### src/sv/tffm_pkg.sv
// Shared constants and types for the text frame field matcher.
// No dependencies; every other file of the block refers to it by scoped names.
package tffm_pkg;

    // Longest field in characters (1..8); further characters raise overflow
    localparam int FIELD_CHARS = 8;

    localparam int ByteW   = 8;
    localparam int NameW   = 64;
    localparam int NameB   = NameW / ByteW;
    localparam int LenW    = 4;
    localparam int CfgIdxW = 2;

    // Frame delimiters
    localparam logic [ByteW-1:0] CH_AT     = 8'h40;   // '@'
    localparam logic [ByteW-1:0] CH_HASH   = 8'h23;   // '#'
    localparam logic [ByteW-1:0] CH_DOLLAR = 8'h24;   // '$'
    localparam logic [ByteW-1:0] CH_PCT    = 8'h25;   // '%'
    localparam logic [ByteW-1:0] CH_BANG   = 8'h21;   // '!'
    localparam logic [ByteW-1:0] CH_NONE   = 8'h00;

    // Configuration register indexes
    localparam logic [CfgIdxW-1:0] REG_MASTER   = 2'd0;
    localparam logic [CfgIdxW-1:0] REG_SLAVE    = 2'd1;
    localparam logic [CfgIdxW-1:0] REG_VARIABLE = 2'd2;

    typedef logic [LenW-1:0] t_index;

    typedef struct packed {
        logic [NameW-1:0] master;
        logic [NameW-1:0] slave;
        logic [NameW-1:0] variable;
    } t_names;

    typedef struct packed {
        logic             frame_match;
        logic [NameW-1:0] value_bytes;
        logic [LenW-1:0]  value_length;
        logic             field_overflow;
    } t_result;

endpackage

### src/sv/tffm_ifs.sv
// Handshake channels of the text frame field matcher: bytes in, results out, config writes.
// Depends on tffm_pkg for field widths.
interface tffm_byte_if;
    logic                     valid;
    logic                     ready;
    logic [tffm_pkg::ByteW-1:0] rx_byte;

    modport source (output valid, output rx_byte, input ready);
    modport sink   (input valid, input rx_byte, output ready);
endinterface

interface tffm_res_if;
    logic                       valid;
    logic                       ready;
    logic                       frame_match;
    logic [tffm_pkg::NameW-1:0] value_bytes;
    logic [tffm_pkg::LenW-1:0]  value_length;
    logic                       field_overflow;

    modport source (output valid, output frame_match, output value_bytes,
                    output value_length, output field_overflow, input ready);
    modport sink   (input valid, input frame_match, input value_bytes,
                    input value_length, input field_overflow, output ready);
endinterface

interface tffm_cfg_if;
    logic                         valid;
    logic                         ready;
    logic [tffm_pkg::CfgIdxW-1:0] index;
    logic [tffm_pkg::NameW-1:0]   data;

    modport source (output valid, output index, output data, input ready);
    modport sink   (input valid, input index, input data, output ready);
endinterface

### src/sv/tffm_cfg_regs.sv
// Configuration registers holding the three expected names.
// Depends on tffm_pkg and tffm_cfg_if.
module tffm_cfg_regs (
    input  logic              i_clk,
    input  logic              i_rst_n,
    tffm_cfg_if.sink          i_cfg,
    output tffm_pkg::t_names  o_names
);

    tffm_pkg::t_names r_names;

    // Always able to take a write
    assign i_cfg.ready = 1'b1;
    assign o_names     = r_names;

    // Decode the index and store the word; unknown indexes are dropped
    always_ff @(posedge i_clk) begin
        if (!i_rst_n) begin
            r_names <= '0;
        end else if (i_cfg.valid) begin
            case (i_cfg.index)
                tffm_pkg::REG_MASTER:   r_names.master   <= i_cfg.data;
                tffm_pkg::REG_SLAVE:    r_names.slave    <= i_cfg.data;
                tffm_pkg::REG_VARIABLE: r_names.variable <= i_cfg.data;
                default: ;
            endcase
        end
    end

endmodule

### src/sv/tffm_in_reg.sv
// Input register: captures one received byte and holds it until the parser takes it.
// Depends on tffm_pkg and tffm_byte_if.
module tffm_in_reg (
    input  logic                      i_clk,
    input  logic                      i_rst_n,
    tffm_byte_if.sink                 i_rx,
    input  logic                      i_take,
    output logic                      o_valid,
    output logic [tffm_pkg::ByteW-1:0] o_byte
);

    logic                       r_valid;
    logic [tffm_pkg::ByteW-1:0] r_byte;

    // Accept when empty or when the held byte leaves this cycle
    assign i_rx.ready = !r_valid || i_take;
    assign o_valid    = r_valid;
    assign o_byte     = r_byte;

    always_ff @(posedge i_clk) begin
        if (!i_rst_n) begin
            r_valid <= 1'b0;
        end else if (i_rx.ready) begin
            r_valid <= i_rx.valid;
        end
    end

    // Payload needs no reset
    always_ff @(posedge i_clk) begin
        if (i_rx.valid && i_rx.ready) begin
            r_byte <= i_rx.rx_byte;
        end
    end

endmodule

### src/sv/tffm_parser.sv
// Frame parser: phase, character index, running name match flags and value store.
// One byte per cycle while the output queue has room; depends on tffm_pkg.
module tffm_parser (
    input  logic                       i_clk,
    input  logic                       i_rst_n,
    input  logic                       i_valid,
    input  logic [tffm_pkg::ByteW-1:0] i_byte,
    input  tffm_pkg::t_names           i_names,
    input  logic                       i_q_full,
    output logic                       o_take,
    output logic                       o_push,
    output tffm_pkg::t_result          o_result
);

    typedef enum logic [2:0] {
        PH_WAIT   = 3'd0,
        PH_MASTER = 3'd1,
        PH_SLAVE  = 3'd2,
        PH_VAR    = 3'd3,
        PH_VALUE  = 3'd4
    } t_phase;

    t_phase                     r_phase, n_phase, adv_phase;
    tffm_pkg::t_index           r_idx, n_idx;
    logic [2:0]                 r_flags, n_flags;
    logic [tffm_pkg::NameW-1:0] r_value, n_value;
    logic                       r_ovf, n_ovf;

    logic [tffm_pkg::NameW-1:0] cur_name;
    logic [2:0]                 cur_bit;
    logic [tffm_pkg::ByteW-1:0] exp_delim;
    logic [tffm_pkg::ByteW-1:0] want;
    logic                       tail_zero;
    logic                       is_delim;
    logic                       at_limit;
    logic                       emit;

    // Name register, flag bit, expected delimiter and next phase per phase
    always_comb begin
        case (r_phase)
            PH_MASTER: begin
                cur_name  = i_names.master;
                cur_bit   = 3'b001;
                exp_delim = tffm_pkg::CH_HASH;
                adv_phase = PH_SLAVE;
            end
            PH_SLAVE: begin
                cur_name  = i_names.slave;
                cur_bit   = 3'b010;
                exp_delim = tffm_pkg::CH_DOLLAR;
                adv_phase = PH_VAR;
            end
            PH_VAR: begin
                cur_name  = i_names.variable;
                cur_bit   = 3'b100;
                exp_delim = tffm_pkg::CH_PCT;
                adv_phase = PH_VALUE;
            end
            PH_VALUE: begin
                cur_name  = i_names.variable;
                cur_bit   = 3'b000;
                exp_delim = tffm_pkg::CH_BANG;
                adv_phase = PH_WAIT;
            end
            default: begin
                cur_name  = i_names.variable;
                cur_bit   = 3'b000;
                exp_delim = tffm_pkg::CH_NONE;
                adv_phase = PH_WAIT;
            end
        endcase
    end

    // Byte of the expected name at the current position
    assign want = cur_name[{r_idx[2:0], 3'b000} +: tffm_pkg::ByteW];

    // Register bytes past the received length must all be zero
    always_comb begin
        tail_zero = 1'b1;
        for (int b = 0; b < tffm_pkg::NameB; b++) begin
            if ((tffm_pkg::t_index'(b) >= r_idx)
                && (cur_name[b*tffm_pkg::ByteW +: tffm_pkg::ByteW] != '0)) begin
                tail_zero = 1'b0;
            end
        end
    end

    assign is_delim = (i_byte == tffm_pkg::CH_HASH) || (i_byte == tffm_pkg::CH_DOLLAR)
                   || (i_byte == tffm_pkg::CH_PCT)  || (i_byte == tffm_pkg::CH_BANG);
    assign at_limit = (r_idx >= tffm_pkg::t_index'(tffm_pkg::FIELD_CHARS));

    assign o_take = i_valid && !i_q_full;

    // Next state for the byte in the input register
    always_comb begin
        n_phase = r_phase;
        n_idx   = r_idx;
        n_flags = r_flags;
        n_value = r_value;
        n_ovf   = r_ovf;
        emit    = 1'b0;
        if (o_take) begin
            if (i_byte == tffm_pkg::CH_AT) begin
                // Restart the frame
                n_phase = PH_MASTER;
                n_idx   = '0;
                n_flags = 3'b001;
                n_value = '0;
                n_ovf   = 1'b0;
            end else if (r_phase == PH_WAIT) begin
                n_phase = PH_WAIT;
            end else if (is_delim) begin
                if (i_byte != exp_delim) begin
                    // Out-of-order delimiter: drop the frame
                    n_phase = PH_WAIT;
                end else if (r_phase == PH_VALUE) begin
                    emit    = 1'b1;
                    n_phase = PH_WAIT;
                end else begin
                    // Close the name field and open the next one
                    n_phase = adv_phase;
                    n_idx   = '0;
                    if (adv_phase == PH_VALUE) begin
                        n_flags = tail_zero ? r_flags : (r_flags & ~cur_bit);
                        n_value = '0;
                    end else begin
                        n_flags = (tail_zero ? r_flags : (r_flags & ~cur_bit))
                                | (cur_bit << 1);
                    end
                end
            end else if (at_limit) begin
                n_ovf   = 1'b1;
                n_flags = r_flags & ~cur_bit;
            end else begin
                if (r_phase == PH_VALUE) begin
                    n_value[{r_idx[2:0], 3'b000} +: tffm_pkg::ByteW] = i_byte;
                end else if (want != i_byte) begin
                    n_flags = r_flags & ~cur_bit;
                end
                n_idx = r_idx + 1'b1;
            end
        end
    end

    // Result of the closing byte, taken by the output queue
    assign o_push                  = emit;
    assign o_result.frame_match    = (r_flags == 3'b111) && !r_ovf;
    assign o_result.value_bytes    = r_value;
    assign o_result.value_length   = r_idx;
    assign o_result.field_overflow = r_ovf;

    always_ff @(posedge i_clk) begin
        if (!i_rst_n) begin
            r_phase <= PH_WAIT;
            r_idx   <= '0;
            r_flags <= '0;
            r_value <= '0;
            r_ovf   <= 1'b0;
        end else begin
            r_phase <= n_phase;
            r_idx   <= n_idx;
            r_flags <= n_flags;
            r_value <= n_value;
            r_ovf   <= n_ovf;
        end
    end

    // A closed frame always leaves the parser waiting for the next '@'
    a_emit_wait: assert property (@(posedge i_clk) disable iff (!i_rst_n)
        o_push |=> (r_phase == PH_WAIT))
        else $error("parser not waiting after frame end");

    // Character index never passes the field limit
    a_idx_limit: assert property (@(posedge i_clk) disable iff (!i_rst_n)
        r_idx <= tffm_pkg::t_index'(tffm_pkg::FIELD_CHARS))
        else $error("character index beyond field limit");

    // Only a byte actually taken can close a frame
    a_push_take: assert property (@(posedge i_clk) disable iff (!i_rst_n)
        o_push |-> (o_take && (r_phase == PH_VALUE)))
        else $error("result without a taken closing byte");

endmodule

### src/sv/tffm_out_queue.sv
// Two-word result queue that parts the parser from the result consumer.
// Depends on tffm_pkg and tffm_res_if.
module tffm_out_queue (
    input  logic              i_clk,
    input  logic              i_rst_n,
    input  logic              i_push,
    input  tffm_pkg::t_result i_result,
    output logic              o_full,
    tffm_res_if.source        o_res
);

    tffm_pkg::t_result r_data [2];
    logic              r_wr_ptr;
    logic              r_rd_ptr;
    logic [1:0]        r_cnt;
    logic              pop;

    assign o_full    = (r_cnt == 2'd2);
    assign pop       = o_res.valid && o_res.ready;
    assign o_res.valid = (r_cnt != 2'd0);

    // Drive the head word
    assign o_res.frame_match    = r_data[r_rd_ptr].frame_match;
    assign o_res.value_bytes    = r_data[r_rd_ptr].value_bytes;
    assign o_res.value_length   = r_data[r_rd_ptr].value_length;
    assign o_res.field_overflow = r_data[r_rd_ptr].field_overflow;

    // Advance pointers and count
    always_ff @(posedge i_clk) begin
        if (!i_rst_n) begin
            r_wr_ptr <= 1'b0;
            r_rd_ptr <= 1'b0;
            r_cnt    <= 2'd0;
        end else begin
            if (i_push) r_wr_ptr <= ~r_wr_ptr;
            if (pop)    r_rd_ptr <= ~r_rd_ptr;
            r_cnt <= r_cnt + {1'b0, i_push} - {1'b0, pop};
        end
    end

    // Store words
    always_ff @(posedge i_clk) begin
        if (i_push) begin
            r_data[r_wr_ptr] <= i_result;
        end
    end

    a_cnt_range: assert property (@(posedge i_clk) disable iff (!i_rst_n)
        r_cnt <= 2'd2)
        else $error("queue count out of range");

    a_no_overrun: assert property (@(posedge i_clk) disable iff (!i_rst_n)
        i_push |-> !o_full)
        else $error("push into full queue");

    a_cnt_track: assert property (@(posedge i_clk) disable iff (!i_rst_n)
        (i_push && !pop) |=> (r_cnt == $past(r_cnt) + 2'd1))
        else $error("queue count lost a push");

endmodule

### src/sv/text_frame_field_matcher_unit.sv
// Top level of the text frame field matcher.
// Depends on tffm_pkg, tffm_ifs, tffm_cfg_regs, tffm_in_reg, tffm_parser, tffm_out_queue.
//
//  channel | dir | payload                                           | word moves when
//  i_rx    | in  | rx_byte[7:0]                                      | valid & ready
//  o_res   | out | frame_match, value_bytes[63:0], value_length[3:0], | valid & ready
//          |     | field_overflow                                    |
//  i_cfg   | in  | index[1:0], data[63:0]                            | valid & ready
//
// One received byte per cycle while the result queue has room; a byte is parsed while it
// sits in the input register, and the result word of a closing '!' is registered in the
// output queue, from which it is valid on o_res.
// Reset (i_rst_n low at a clock edge) clears the parser, the queue and the names.
// A stalled o_res fills the two-word queue; i_rx.ready then drops as soon as a byte
// waits in the input register.
// The config port takes a write every cycle.
module text_frame_field_matcher_unit (
    input  logic       i_clk,
    input  logic       i_rst_n,
    tffm_byte_if.sink  i_rx,
    tffm_res_if.source o_res,
    tffm_cfg_if.sink   i_cfg
);

    tffm_pkg::t_names           names;
    tffm_pkg::t_result          result;
    logic                       in_valid;
    logic [tffm_pkg::ByteW-1:0] in_byte;
    logic                       take;
    logic                       push;
    logic                       q_full;

    tffm_cfg_regs u_cfg (
        .i_clk   (i_clk),
        .i_rst_n (i_rst_n),
        .i_cfg   (i_cfg),
        .o_names (names)
    );

    tffm_in_reg u_in (
        .i_clk   (i_clk),
        .i_rst_n (i_rst_n),
        .i_rx    (i_rx),
        .i_take  (take),
        .o_valid (in_valid),
        .o_byte  (in_byte)
    );

    tffm_parser u_parse (
        .i_clk    (i_clk),
        .i_rst_n  (i_rst_n),
        .i_valid  (in_valid),
        .i_byte   (in_byte),
        .i_names  (names),
        .i_q_full (q_full),
        .o_take   (take),
        .o_push   (push),
        .o_result (result)
    );

    tffm_out_queue u_outq (
        .i_clk    (i_clk),
        .i_rst_n  (i_rst_n),
        .i_push   (push),
        .i_result (result),
        .o_full   (q_full),
        .o_res    (o_res)
    );

endmodule

### src/flat_wrapper.sv
// flat-port wrapper written by rule: the top's interface ports become plain ports
module text_frame_field_matcher_unit_flat 
  (i_clk, i_rst_n, i_rx_valid, i_rx_rx_byte, i_rx_ready, o_res_valid, o_res_frame_match, o_res_value_bytes, o_res_value_length, o_res_field_overflow, o_res_ready, i_cfg_valid, i_cfg_index, i_cfg_data, i_cfg_ready);
  tffm_byte_if i_rx_i ();
  tffm_res_if o_res_i ();
  tffm_cfg_if i_cfg_i ();
  input  logic i_clk;
  input  logic i_rst_n;
  input wire logic [$bits(i_rx_i.valid)-1:0] i_rx_valid;
  input wire logic [$bits(i_rx_i.rx_byte)-1:0] i_rx_rx_byte;
  output wire logic [$bits(i_rx_i.ready)-1:0] i_rx_ready;
  output wire logic [$bits(o_res_i.valid)-1:0] o_res_valid;
  output wire logic [$bits(o_res_i.frame_match)-1:0] o_res_frame_match;
  output wire logic [$bits(o_res_i.value_bytes)-1:0] o_res_value_bytes;
  output wire logic [$bits(o_res_i.value_length)-1:0] o_res_value_length;
  output wire logic [$bits(o_res_i.field_overflow)-1:0] o_res_field_overflow;
  input wire logic [$bits(o_res_i.ready)-1:0] o_res_ready;
  input wire logic [$bits(i_cfg_i.valid)-1:0] i_cfg_valid;
  input wire logic [$bits(i_cfg_i.index)-1:0] i_cfg_index;
  input wire logic [$bits(i_cfg_i.data)-1:0] i_cfg_data;
  output wire logic [$bits(i_cfg_i.ready)-1:0] i_cfg_ready;
  assign i_rx_i.valid = i_rx_valid;
  assign i_rx_i.rx_byte = i_rx_rx_byte;
  assign i_rx_ready = i_rx_i.ready;
  assign o_res_valid = o_res_i.valid;
  assign o_res_frame_match = o_res_i.frame_match;
  assign o_res_value_bytes = o_res_i.value_bytes;
  assign o_res_value_length = o_res_i.value_length;
  assign o_res_field_overflow = o_res_i.field_overflow;
  assign o_res_i.ready = o_res_ready;
  assign i_cfg_i.valid = i_cfg_valid;
  assign i_cfg_i.index = i_cfg_index;
  assign i_cfg_i.data = i_cfg_data;
  assign i_cfg_ready = i_cfg_i.ready;
  text_frame_field_matcher_unit u_core (.i_clk(i_clk), .i_rst_n(i_rst_n), .i_rx(i_rx_i), .o_res(o_res_i), .i_cfg(i_cfg_i));
endmodule
### config.mk
export PLATFORM = sky130hd
export DESIGN_NAME = text_frame_field_matcher_unit_flat
export DESIGN_NICKNAME = d
export VERILOG_FILES = /design/src/sv/tffm_pkg.sv /design/src/sv/tffm_ifs.sv /design/src/sv/tffm_cfg_regs.sv /design/src/sv/tffm_in_reg.sv /design/src/sv/tffm_parser.sv /design/src/sv/tffm_out_queue.sv /design/src/sv/text_frame_field_matcher_unit.sv /design/src/flat_wrapper.sv
export SDC_FILE = /design/constraint.sdc
export NUM_CORES = 1
export LEC_CHECK = 0
export BUFFER_PORTS_ARGS = -buffer_cell sky130_fd_sc_hd__buf_2
export CAP_MARGIN = 20
export CORE_MARGIN = 2
export CORE_UTILIZATION = 55
export CTS_BUF_LIST = sky130_fd_sc_hd__clkbuf_4 sky130_fd_sc_hd__clkbuf_8
export CTS_CLUSTER_SIZE = 28
export DETAILED_ROUTE_END_ITERATION = 12
export GPL_ROUTABILITY_DRIVEN = 0
export PLACE_DENSITY_LB_ADDON = 0.05
export SYNTH_ARGS = -nofsm -noshare
export SYNTH_HDL_FRONTEND = slang
export SYNTH_SLANG_ARGS = --single-unit
### constraint.sdc
create_clock -name i_clk -period 13.05 [get_ports i_clk]
set_clock_uncertainty 0.05 [all_clocks]
set_input_delay 2.61 -clock i_clk [delete_from_list [all_inputs] [get_ports i_clk]]
set_output_delay 2.61 -clock i_clk [all_outputs]
set_load 0.02 [all_outputs]
==> metrics.yaml, run 1 <==
outcome:
  status: "finished clean"
clock_tree:
  post_cts_resized: 0
  cts_tree: "yes"
  clk_pin_slew_worst_paths_ns: 0.06
  cts_setup_buffers: 0
  holdBufCountCts: 0
  htree_levels: 3
  cts_root_buffer: "clkbuf_8"
  clockBufferDepth: 3
  cts.sink_count: 421
  cts_buffers: 70
  clk_latency_ns: 0.60
worst_setup_path:
  crit_type: "flop to primary output"
  crit_path_max_incr_delay_ns: 0.68
  cp-start-kind: "flop"
  crit_family: "buffers and inverters"
  cp_slowest_cell: "buf_4"
  worstPathArrival_ns: 2.30
  crit_chain: "buf_4, mux2_2, buf_2"
  crit_fanout: 70
  cp-end-kind: "primary output"
  cp_num_buf_inv: 2
  required_ns: 10.39
logic_synthesis:
  synth_cell_types: 70
  yosys.area_share.simple: 0.142
  ys_ff_latch: 421
  synth_compound_area_frac: 0.214
  synth_xor_xnor_area_share: 0.00484
  syn_inst: 1795
  yosysSeqAreaShare: 0.548
  synth_warnings: 0
  synth_edf_count: 148
  syn_area_um2: 18100
  synth_ff_type: "dfxtp_1"
  synth_fa_ha_area_frac: 0.00415
  synth_top_family_by_area: "compound AO/OA/AOI/OAI gates"
  syn-num-nets: 1880
  synthMuxAreaShare: 0.0518
  avgSynthCellArea_um2: 10.1
  async_flop_share: 0
run:
  cap_violations: 0
sta:
  slew_violations: 0
  slew_headroom: 0.279
  final.setup.tns_ns: 0
  post-route-period-util: 0.380
  max_slew.worst_pin.slew_ns: 1.08
  finalSetupViolCount: 0
  fin_hold_ws_ns: 0.375
  max_freq_mhz: 202
  grt_setup_unrepaired: "no"
  hold_viol_final: 0
  fin_crit_ns: 4.96
final_layout:
  drive_above_1_share: 0.192
  nets: 1979
  mostFrequentLayoutCells: "nand2_1, dfxtp_1, a21boi_0"
  syn_to_final_growth_pct: 12.6
  utilization: 0.628
  layout.cells.most_common: "nand2_1"
routing:
  drc_errors: 0
  dr.pass1.iters: 6
  drt_iter0_drc: 1216
  viasPerCell: 5.79
  wl_per_cell_um: 19.3
  drtAntennaViolNets: 0
  wl_um: 46100
  vias: 13800
die:
  rows: 66
  initial_core_util: 0.558
  die_w_um: 185
  io_pins: 152
  die_area_um2: 34400
  die_h_um: 185
  core_um2: 32500
power:
  p_per_area_nw_per_um2: 137
  cellLeakagePower_nw: 6.97
  ir_drop_v: 0.0000841
min_path:
  hp-class: "flop to flop"
placed_design:
  place.detailed.hpwl_um: 27500
  io_buffers: 150
grt:
  grt_start_max_net_pins: 148
  grt_use_total: 0.268
  grt_pass1_vias: 13100
  antenna_found_initial: 2
  grt_pass1_wl_um: 72300
  overflow: 0
-- logic make-up after synthesis --
family / after synthesis
mux: 82
buf+inv: 155
compound gates: 525
fa+ha+maj: 6
flops: 421
simple gates: 595
xor+xnor: 10
other cells: 1
-- where the power goes --
part	total [mW]	switching, mW	internal [mW]
sequential	1.39	0.0192	1.37
combinational	0.286	0.169	0.117
clock	1.12	0.517	0.605
-- flip-flops by register name, summed over array words and instances (netlist names), named ones only --
| register | count |
|---|---|
| u_core.u_cfg.o_names | 192 |
| u_core.u_in.o_byte | 8 |
| u_core.u_in.o_valid | 1 |
| u_core.u_outq.r_cnt | 2 |
| u_core.u_outq.r_data | 140 |
| u_core.u_outq.r_rd_ptr | 1 |
| u_core.u_outq.r_wr_ptr | 1 |
| u_core.u_parse.r_flags | 3 |
| u_core.u_parse.r_idx | 4 |
| u_core.u_parse.r_ovf | 1 |
| u_core.u_parse.r_phase | 3 |
| u_core.u_parse.r_value | 64 |
-- worst paths after layout --
check / start / end / slack, ns / cells after the start
max: flop / o_res_value_bytes[59] / 8.09 / 3
min: u_core.u_parse.r_value[16]$_SDFFE_PN0P_ / u_core.u_outq.r_data[0][21]$_DFFE_PP_ / 0.38 / 0
max reg2reg: u_core.u_parse.r_phase[1]$_SDFFE_PN0P_ / u_core.u_parse.r_flags[0]$_SDFFE_PN0P_ / 8.14 / 12
min reg2reg: u_core.u_parse.r_value[16]$_SDFFE_PN0P_ / u_core.u_outq.r_data[0][21]$_DFFE_PP_ / 0.38 / 0
-- worst reg2reg max path, stage by stage (launching register included) --
cell,delay (ns)
dfxtp_1,0.62
nand2b_2,0.08
buf_4,0.36
a21oi_4,0.82
buf_4,0.61
o22ai_1,0.27
o2111a_1,0.32
a22oi_1,0.20
nand4_1,0.10
or4_1,0.53
or4_4,0.56
nor2b_1,0.15
a31oi_1,0.16
-- synthesized netlist by cell type (all sizes together) (3+ instances only) --
library cell,n,share of area
o2111ai,8,0.0039
nand3,14,0.0039
o211ai,14,0.0058
inv,11,0.0023
o22a,66,0.032
xnor2,5,0.0024
nor4bb,3,0.0017
nor2b,44,0.015
and2,8,0.0028
o22ai,56,0.020
a31oi,8,0.0028
and3,4,0.0014
o221ai,19,0.0092
buf,38,0.011
o21ai,57,0.016
nor2,38,0.0079
nor4,3,0.0010
mux2,73,0.045
mux2i,7,0.0039
a22oi,29,0.012
nor3b,4,0.0017
a21boi,228,0.095
nand2b,6,0.0021
nand4,16,0.0055
a32oi,10,0.0048
ha,6,0.0041
dfxtp,273,0.30
clkbuf,104,0.022
nor3,13,0.0041
edfxtp,148,0.25
nand2,429,0.089
a21oi,10,0.0034
xor2,5,0.0024
-- stage by stage --
stage	total power [mW]	worst slack, ns	cell area (um2)	cells
6_report	2.80	8.09	20400	2385
5_1_grt	2.92	7.92	20400	2384
4_1_cts	2.83	8.04	20300	2382
3_5_place_dp	1.71	8.19	19000	2262
3_3_place_gp	1.70	8.24	19000	2262
2_1_floorplan	1.61	7.65	18100	1795
-- per-layer routing --
| layer | track usage | share of wire | vias up |
|---|---|---|---|
| li1 | - | - | 6662 |
| met1 | 0.363 | 0.44 | 6583 |
| met2 | 0.434 | 0.47 | 460 |
| met3 | 0.0462 | 0.057 | 96 |
| met4 | 0.0940 | 0.028 | 2 |
| met5 | 0 | 0.00039 | - |
-- area by class of cell --
| class | instances | area, um2 |
|---|---|---|
| multi-input combinational | 1219 | 7580 |
| sequential | 421 | 9910 |
| clock inverter | 21 | 125 |
| inverter | 13 | 48.8 |
| fill | 2805 | 12100 |
| clock buffer | 99 | 1220 |
| timing repair buffer | 169 | 940 |
| antenna | 1 | 2.50 |
| tap | 442 | 553 |
Power figures use the tool's default switching activity.
==> run 2, diff against run 1 <==
==> constraint.sdc (replaced) <==
create_clock -name i_clk -period 4.7 [get_ports i_clk]
set_clock_uncertainty 0.05 [all_clocks]
set_input_delay 0.94 -clock i_clk [delete_from_list [all_inputs] [get_ports i_clk]]
set_output_delay 0.94 -clock i_clk [all_outputs]
set_load 0.02 [all_outputs]
==> run 2 against run 1 <==
  * Combinational power rose to 2.7 times the previous value
  * Via count rose by 1.3%
  * Worst setup slack got worse by 7.4 ns
  * Total power rose to 2.9 times the previous value
  * Cell area rose by 1.2%
  * Register-to-register slack got worse by 7.5 ns
  * Utilization rose by 0.77 points
  * Critical path type is now flop to flop
  * Critical endpoint is now u_core.u_parse.r_flags[0]$_SDFFE_PN0P_
==> metrics.yaml, run 2 (synthesis gave the netlist of run 1 again) <==
outcome:
  status: "finished clean"
sta:
  grt_setup_unrepaired: "no"
  finalSetupViolCount: 0
  max_freq_mhz: 249
  post-route-period-util: 0.855
  hold_viol_final: 0
  fin_crit_ns: 4.02
  slew_headroom: 0.307
  final.setup.tns_ns: 0
  max_slew.worst_pin.slew_ns: 1.04
  slew_violations: 0
clock_tree:
  post_cts_resized: 0
  clk_pin_slew_worst_paths_ns: 0.06
  cts_setup_buffers: 0
  holdBufCountCts: 0
  clockBufferDepth: 3
  htree_levels: 3
  cts_buffers: 70
  cts_root_buffer: "clkbuf_8"
  cts.sink_count: 421
  cts_tree: "yes"
  clk_latency_ns: 0.60
power:
  p_sw_frac: 0.242
  total_power_mw: 8.10
  p_seq_frac: 0.480
  cellInternalPower_mw: 6.14
  ir_drop_v: 0.000238
  clkPwrFrac: 0.423
  p_per_area_nw_per_um2: 393
  power_frac_comb: 0.096
  cellLeakagePower_nw: 7.09
  p_sw_mw: 1.96
die:
  die_area_um2: 34400
  rows: 66
  die_w_um: 185
  io_pins: 152
  core_um2: 32500
  initial_core_util: 0.558
  die_h_um: 185
worst_setup_path:
  cp-start-kind: "flop"
  ff2ff_path_depth: 11
  r2r_setup_slack_ns: 0.68
  cp-end-kind: "flop"
  crit_type: "flop to flop"
  worstPathArrival_ns: 4.48
  required_ns: 5.17
  reg2reg_from: "u_core.u_parse.r_phase[1]$_SDFFE_PN0P_"
  crit_fanout: 61
  rr_endpoint: "u_core.u_parse.r_flags[0]$_SDFFE_PN0P_"
final_layout:
  utilization: 0.636
  n_fill_cell: 2751
  syn_to_final_growth_pct: 14.0
  diodes: 0
  mostFrequentLayoutCells: "nand2_1, dfxtp_1, a21boi_0"
  seq_area_um2: 9910
  largest_reg_flops: 192
  layout.cells.most_common: "nand2_1"
  drive_above_1_share: 0.199
  multi_input_area_um2: 7580
  final_cells: 2393
  nets: 1984
min_path:
  hold_depth: 0
  hp-class: "flop to flop"
  min_from: "u_core.u_parse.r_value[32]$_SDFFE_PN0P_"
  hold-path-endpoint: "u_core.u_outq.r_data[1][37]$_DFFE_PP_"
run:
  cap_violations: 0
placed_design:
  io_buffers: 150
  place.detailed.hpwl_um: 29300
  dp_cells: 2267
grt:
  grt_pass1_vias: 13400
  grt_start_max_net_pins: 122
  overflow: 0
  antenna_found_initial: 0
  grt_use_total: 0.271
  grt_pass1_wl_um: 73000
routing:
  drtAntennaViolNets: 0
  drt_iter0_drc: 1190
  dr.pass1.iters: 6
  drc_errors: 0
  viasPerCell: 5.84
  wl_per_cell_um: 19.6
  vias: 14000
  wl_um: 46900
==> run 2: changes by cell type in the layout (fill, tap and decap cells not counted), sizes merged <==
cell / before / now
inv: 14 / 13
diode: 1 / 0
clkinv: 18 / 8
clkbuf: 99 / 110
bufinv: 0 / 4
buf: 169 / 174
==> run 2: layout make-up <==
class	count	share of cell area
Sequential cell	421	0.481
Multi-Input combinational cell	1219	0.367
Clock buffer	110	0.0637
Timing Repair Buffer	174	0.0504
Tap cell	442	0.0268
Clock inverter	14	0.00873
Inverter	13	0.00237
==> run 2: metal layers <==
metal | wire, um | part of all wire | track usage
met5 | 0 | 0 | 0
met4 | 1260 | 0.027 | 0.0933
met3 | 2890 | 0.062 | 0.0472
met2 | 22400 | 0.48 | 0.452
met1 | 20400 | 0.43 | 0.357
==> run 2: worst max-delay path: stages (launching register included) <==
cell      delay, ns
dfxtp_1        0.63
nand2b_2       0.25
buf_4          0.62
o22a_1         0.22
o22ai_1        0.13
mux4_2         0.52
xor2_1         0.15
nor2_1         0.06
or4_1          0.40
or4_4          0.57
nor2b_1        0.15
a31oi_1        0.14
==> run 2: worst max path at each step <==
stage | start | endpoint | slack [ns] | cells after the start
floorplan | u_core.u_parse.r_phase[1]$_SDFFE_PN0P_ | u_core.u_outq.r_data[0][0]$_DFFE_PP_ | 0.63 | 7
global placement | u_core.u_parse.r_phase[1]$_SDFFE_PN0P_ | u_core.u_parse.r_flags[0]$_SDFFE_PN0P_ | 0.88 | 11
detailed placement | u_core.u_parse.r_phase[1]$_SDFFE_PN0P_ | u_core.u_parse.r_flags[0]$_SDFFE_PN0P_ | 0.78 | 11
CTS | u_core.u_parse.r_phase[1]$_SDFFE_PN0P_ | u_core.u_parse.r_flags[0]$_SDFFE_PN0P_ | 0.76 | 11
global route | u_core.u_parse.r_phase[1]$_SDFFE_PN0P_ | u_core.u_parse.r_flags[0]$_SDFFE_PN0P_ | 0.48 | 11
finish | u_core.u_parse.r_phase[1]$_SDFFE_PN0P_ | u_core.u_parse.r_flags[0]$_SDFFE_PN0P_ | 0.68 | 11
==> run 2: stage by stage <==
stage	hold WS (ns)	setup WS (ns)	instance area, um2
final	0.398	0.682	20600
after global routing	0.407	0.478	20600
after CTS	0.395	0.763	20600
after detailed placement	0.389	0.783	19100
after global placement	0.378	0.878	19100
after floorplan	0.369	0.634	18100
==> run 2: power by group through the flow <==
| stage | combinational (mW) | clock, mW | sequential, mW |
|---|---|---|---|
| finish | 0.781 | 3.43 | 3.89 |
| global route | 0.851 | 3.66 | 3.90 |
| CTS | 0.781 | 3.49 | 3.89 |
| detailed placement | 0.777 | 0 | 3.97 |
| global placement | 0.771 | 0 | 3.97 |
| floorplan | 0.567 | 0 | 3.92 |
